$ cat config.mk
export PLATFORM = sky130hd
export DESIGN_NAME = tpq_div_cell
export DESIGN_NICKNAME = d
export VERILOG_FILES = /design/src/tpq_div_cell.sv
export SDC_FILE = /design/constraint.sdc
export NUM_CORES = 1
export LEC_CHECK = 0
export ABC_AREA = 1
export BUFFER_PORTS_ARGS = -buffer_cell sky130_fd_sc_hd__buf_4
export CORE_ASPECT_RATIO = 1.75
export CORE_MARGIN = 2
export CORE_UTILIZATION = 38
export CTS_CLUSTER_DIAMETER = 150
export DETAILED_ROUTE_END_ITERATION = 10
export MAX_ROUTING_LAYER = met4
export PLACE_DENSITY = 0.64
export SYNTH_ARGS = -nofsm -noshare
export SYNTH_HDL_FRONTEND = slang
export SYNTH_SLANG_ARGS = --single-unit
$ cat constraint.sdc
create_clock -name i_clk -period 2.95 [get_ports i_clk]
set_input_delay 0.1475 -clock i_clk [delete_from_list [all_inputs] [get_ports i_clk]]
set_output_delay 0.1475 -clock i_clk [all_outputs]
set_load 0.05 [all_outputs]
$ cat src/tpq_div_cell.sv
module tpq_div_cell #(
    parameter int unsigned NB = 32,
    parameter int unsigned DB = 26,
    parameter int unsigned SB = 32
) (
    input  logic          i_clk,
    input  logic          i_en,
    input  logic [NB-1:0] i_rem,
    input  logic [NB-1:0] i_num,
    input  logic [DB-1:0] i_den,
    input  logic [SB-1:0] i_side,
    output logic [NB-1:0] o_rem,
    output logic [NB-1:0] o_num,
    output logic [DB-1:0] o_den,
    output logic [SB-1:0] o_side
);

    logic [NB:0]   n_trial;
    logic [NB-1:0] n_shift;
    logic [NB-1:0] r_rem;
    logic [NB-1:0] r_num;
    logic [DB-1:0] r_den;
    logic [SB-1:0] r_side;

    always_comb begin
        n_shift = {i_rem[NB-2:0], i_num[NB-1]};
        n_trial = {1'b0, n_shift} - {{(NB+1-DB){1'b0}}, i_den};
    end

    always_ff @(posedge i_clk) begin
        if (i_en) begin
            r_den  <= i_den;
            r_side <= i_side;
            if (!n_trial[NB]) begin
                r_rem <= n_trial[NB-1:0];
                r_num <= {i_num[NB-2:0], 1'b1};
            end else begin
                r_rem <= n_shift;
                r_num <= {i_num[NB-2:0], 1'b0};
            end
        end
    end

    assign o_rem  = r_rem;
    assign o_num  = r_num;
    assign o_den  = r_den;
    assign o_side = r_side;

endmodule

==> run summary <==
The flow ran to the end, and the final reports show no timing, DRC or antenna violations. Counting instances, the worst hold path has a depth of 3. The minimum clock period after layout was 2530 ps; the placeable core region was 17000 um^2. The critical path goes through dlygate4sd3_1 -> buf_4 -> ha_1 -> fa_1 -> inv_1 -> nand3_1 -> nand3_1 -> nand2_1 -> nand2_2 -> nand2_2 -> nand2_4 -> nand2_4 -> nand2_8 -> inv_8 -> nand2_1 -> o21ai_2. The logs give 17 for the total clock buffers created by CTS and 31.0 mm for the wire length of the first global-routing pass. Buffers added to address setup during post-CTS repair amount to 0. The kind of end point of the critical path was a flip-flop. The run gives 1224 as the final net count. The library cell contributing the largest single delay on the critical path was sky130_fd_sc_hd__dlygate4sd3_1. The initial antenna violation count was 0; the number of nets produced by synthesis was 869. Clock-pin slew was measured on the worst setup and hold paths at 60 ps. For the overall overflow remaining after global route, the log shows 0. The worst hold path begins at i_rem[9]. Input and output buffers added on the ports amount to 244.

Adding up every negative setup slack in the final design gives 0 ps. The detailed router placed 5940 vias in this run. After clock tree synthesis, the repair step resized 0 gates. For the switching power, the log shows 1.94 mW. Entering global routing, the biggest net connects 53 pins.

The ratio of total power to cell area works out to 590 nW/um^2. The run gives 5954 as the via count of the first global-routing pass. No sink is reached through more buffers than the 2 on the longest clock path. The count of nets left with antenna violations once routing finished came out at 0. Fill cells in the final layout number 1514. For the pin with the worst max-slew slack, the measured transition is 705 ps. The switching part of the total was 0.320; the final antenna diode count was 0.

Yosys warning count: 0. At the worst endpoint, the required time is 3110 ps. Setup repair after global routing left no endpoint under its margin. Summed over all nets, the half-perimeter wirelength after detailed placement is 14.9 mm. Gate count after technology mapping: 718. The sort of element at the start of the critical path is a primary input.

The share of final-layout standard cells stronger than drive strength 1 came out at 0.315. Measured along the x axis, the die boundary spans 104 um. TritonCTS built the clock tree. The total power draw was 6.05 mW; the post-detailed-route wirelength per cell was 15.3 um. Leaving out fill and tap cells, the most frequent cell in the layout is sky130_fd_sc_hd__buf_4.

The final layout contains routed wiring with a total length of 20.1 mm. For this run, the slowest stage of the critical path takes 540 ps. In this run the vertical extent of the chip is 179 um. Dividing the synthesized area by the synthesized cell count gives 9.21 um^2.

The category of the critical setup timing path is primary input to flip-flop. The die area is 18500 um^2. After detailed routing, the number of remaining DRC violations is 0. Global placer's final weighted congestion: 0.948. Worst vdd rail ir drop: 0.358 mV. The global routing usage summed across all routing layers was 0.225; the area added between synthesis and finish was 55.0%. The H-tree generated during clock tree synthesis spans 4 levels. Number of maximum-capacitance constraint violations: 0. After synthesis the netlist holds a flip-flop and latch count of 122. The internal portion of total power is 4.11 mW. The part of the total power dissipated in combinational logic was 0.278; the initial core utilization was 0.388. The portion of total power attributed to sequential cells came out at 0.358. On the critical path the largest part of the delay comes from buffers and inverters.

In this run the cell area of the synthesized design comes to 6610 um^2. The tools report the static leakage as 5.00 nW. The tools report the number of slew-limit violations in the final report as 0. Leaving out fill and tap cells, the most frequent cells in the layout are 246 x sky130_fd_sc_hd__buf_4, 243 x sky130_fd_sc_hd__nand2_1, 144 x sky130_fd_sc_hd__inv_1. For this run, the top clock speed supported by timing is 396 MHz.

The run gives 0 as the number of endpoints with negative hold slack in the final report. The netlist uses 29 different library cells. Data on the critical path arrives at its endpoint at 2690 ps. 246 I/O pins were placed. Using the TritonRoute via totals, the vias-per-cell ratio works out to 4.52. The share of the yosys chip area belonging to registers is 0.554.

The critical path contains buffers and inverters numbering 4 combined. The number of violations reported at the end of detailed-routing iteration 0 was 269. The type of the worst min-delay path is primary input to flip-flop.

The tools report the worst hold endpoint as o_rem[10]. The final critical-path share of the clock period came out at 0.856. Clock share of power: 0.365. Along the worst path, the maximum fanout reaches 45. The sink count of the clock tree was 122. The number of setup violations in the final report was 0. The run gives 0.530 as the max-slew headroom at the worst pin. The tools report the row count as 63. The tools report the clock root buffer as sky130_fd_sc_hd__clkbuf_16. The number of search-and-repair iterations in the first detailed-routing pass is 4.
[state kept, by name, indices dropped and copies added (netlist names)]
name / flops
o_num: 32
o_den: 26
o_rem: 32
o_side: 32
[how the worst max path moves through the flow]
| stage | start | to | slack (ps) | cells past startpoint |
|---|---|---|---|---|
| CTS | i_den[0] | o_rem[2] | 440 | 16 |
| finish | i_den[0] | o_rem[0] | 420 | 16 |
| floorplan | i_num[31] | o_rem[6] | 980 | 16 |
| detailed placement | i_num[31] | o_rem[2] | 550 | 16 |
| global route | i_den[0] | o_rem[4] | 270 | 16 |
| global placement | i_num[31] | o_rem[0] | 600 | 16 |
[metrics by stage]
| stage | utilization | hold slack (ps) | setup slack, ps | std cells | instance area, um^2 |
|---|---|---|---|---|---|
| global route | 0.602 | 4.25 | 275 | 1313 | 10300 |
| floorplan | - | 246 | 977 | 718 | 6610 |
| finish | 0.602 | 15.1 | 423 | 1313 | 10300 |
| CTS | 0.602 | 0.875 | 442 | 1313 | 10300 |
| detailed placement | 0.510 | 327 | 555 | 1187 | 8690 |
| global placement | 0.510 | 326 | 595 | 1187 | 8690 |
[synthesized netlist by cell type]
cell | number | area share
sky130_fd_sc_hd__nand2_1 | 243 | 0.14
sky130_fd_sc_hd__inv_1 | 144 | 0.082
sky130_fd_sc_hd__edfxtp_1 | 122 | 0.55
sky130_fd_sc_hd__nand3_1 | 37 | 0.028
sky130_fd_sc_hd__nor2_1 | 32 | 0.018
sky130_fd_sc_hd__ha_1 | 26 | 0.049
sky130_fd_sc_hd__nand2_2 | 25 | 0.024
sky130_fd_sc_hd__a21oi_1 | 13 | 0.0098
sky130_fd_sc_hd__o21ai_2 | 13 | 0.017
sky130_fd_sc_hd__xnor2_1 | 9 | 0.012
sky130_fd_sc_hd__inv_2 | 8 | 0.0045
sky130_fd_sc_hd__a21oi_2 | 6 | 0.0079
sky130_fd_sc_hd__nand4_1 | 6 | 0.0057
sky130_fd_sc_hd__nor3_1 | 6 | 0.0045
sky130_fd_sc_hd__xor2_1 | 6 | 0.0079
sky130_fd_sc_hd__nor2_2 | 4 | 0.0038
sky130_fd_sc_hd__nor2_4 | 3 | 0.0051
sky130_fd_sc_hd__buf_12 | 2 | 0.0061
sky130_fd_sc_hd__nand2_4 | 2 | 0.0034
sky130_fd_sc_hd__nand3b_1 | 2 | 0.0023
sky130_fd_sc_hd__a21oi_4 | 1 | 0.0025
sky130_fd_sc_hd__and3_1 | 1 | 0.00095
sky130_fd_sc_hd__buf_4 | 1 | 0.0011
sky130_fd_sc_hd__buf_6 | 1 | 0.0017
sky130_fd_sc_hd__buf_8 | 1 | 0.0023
sky130_fd_sc_hd__fa_1 | 1 | 0.0030
sky130_fd_sc_hd__inv_8 | 1 | 0.0017
sky130_fd_sc_hd__nand2_8 | 1 | 0.0030
sky130_fd_sc_hd__or2_2 | 1 | 0.00095
[cell families after synthesis]
| kind of cell | Yosys count | synth area share |
|---|---|---|
| AND/OR/NAND/NOR | 363 | 0.237 |
| buffers and inverters | 158 | 0.0991 |
| flip-flops | 122 | 0.554 |
| AO/OA/AOI/OAI | 33 | 0.0375 |
| adder cells (fa/ha/maj) | 27 | 0.0522 |
| XOR/XNOR | 15 | 0.0199 |
[final cells by class]
class | count | area [um^2] | share of cell area
inverter | 153 | 582 | 0.0567
clock inverter | 14 | 193 | 0.0188
sequential | 122 | 3660 | 0.357
clock buffer | 18 | 429 | 0.0419
tap | 227 | 284 | 0.0277
timing repair buffer | 341 | 2810 | 0.274
multi-input combinational | 438 | 2290 | 0.224
[per-layer routing]
metal,part of all wire,vias to the layer above,GRT usage
met2,0.57,209,0.434
met5,0,-,-
met1,0.34,2714,0.209
li1,-,2972,-
met4,0.043,0,0.117
met3,0.044,45,0.0424
[power by group through the flow]
stage | sequential [mW] | combinational, mW | clock (mW)
finish | 2.16 | 1.68 | 2.21
global route | 2.18 | 1.80 | 2.31
CTS | 2.16 | 1.69 | 2.23
detailed placement | 2.19 | 1.58 | 0
global placement | 2.19 | 1.56 | 0
floorplan | 2.78 | 0.428 | 0
[tightest hold or removal path, cell delays in order]
cell                      delay, ps
sky130_fd_sc_hd__buf_4           90
sky130_fd_sc_hd__nand2_2         50
sky130_fd_sc_hd__o21ai_2         40
[what timing repair did]
item	CTS	global route
hold endpoints to repair	94	0
setup endpoints to repair	0	0
hold buffers	94	0
Power figures use the tool's default switching activity.
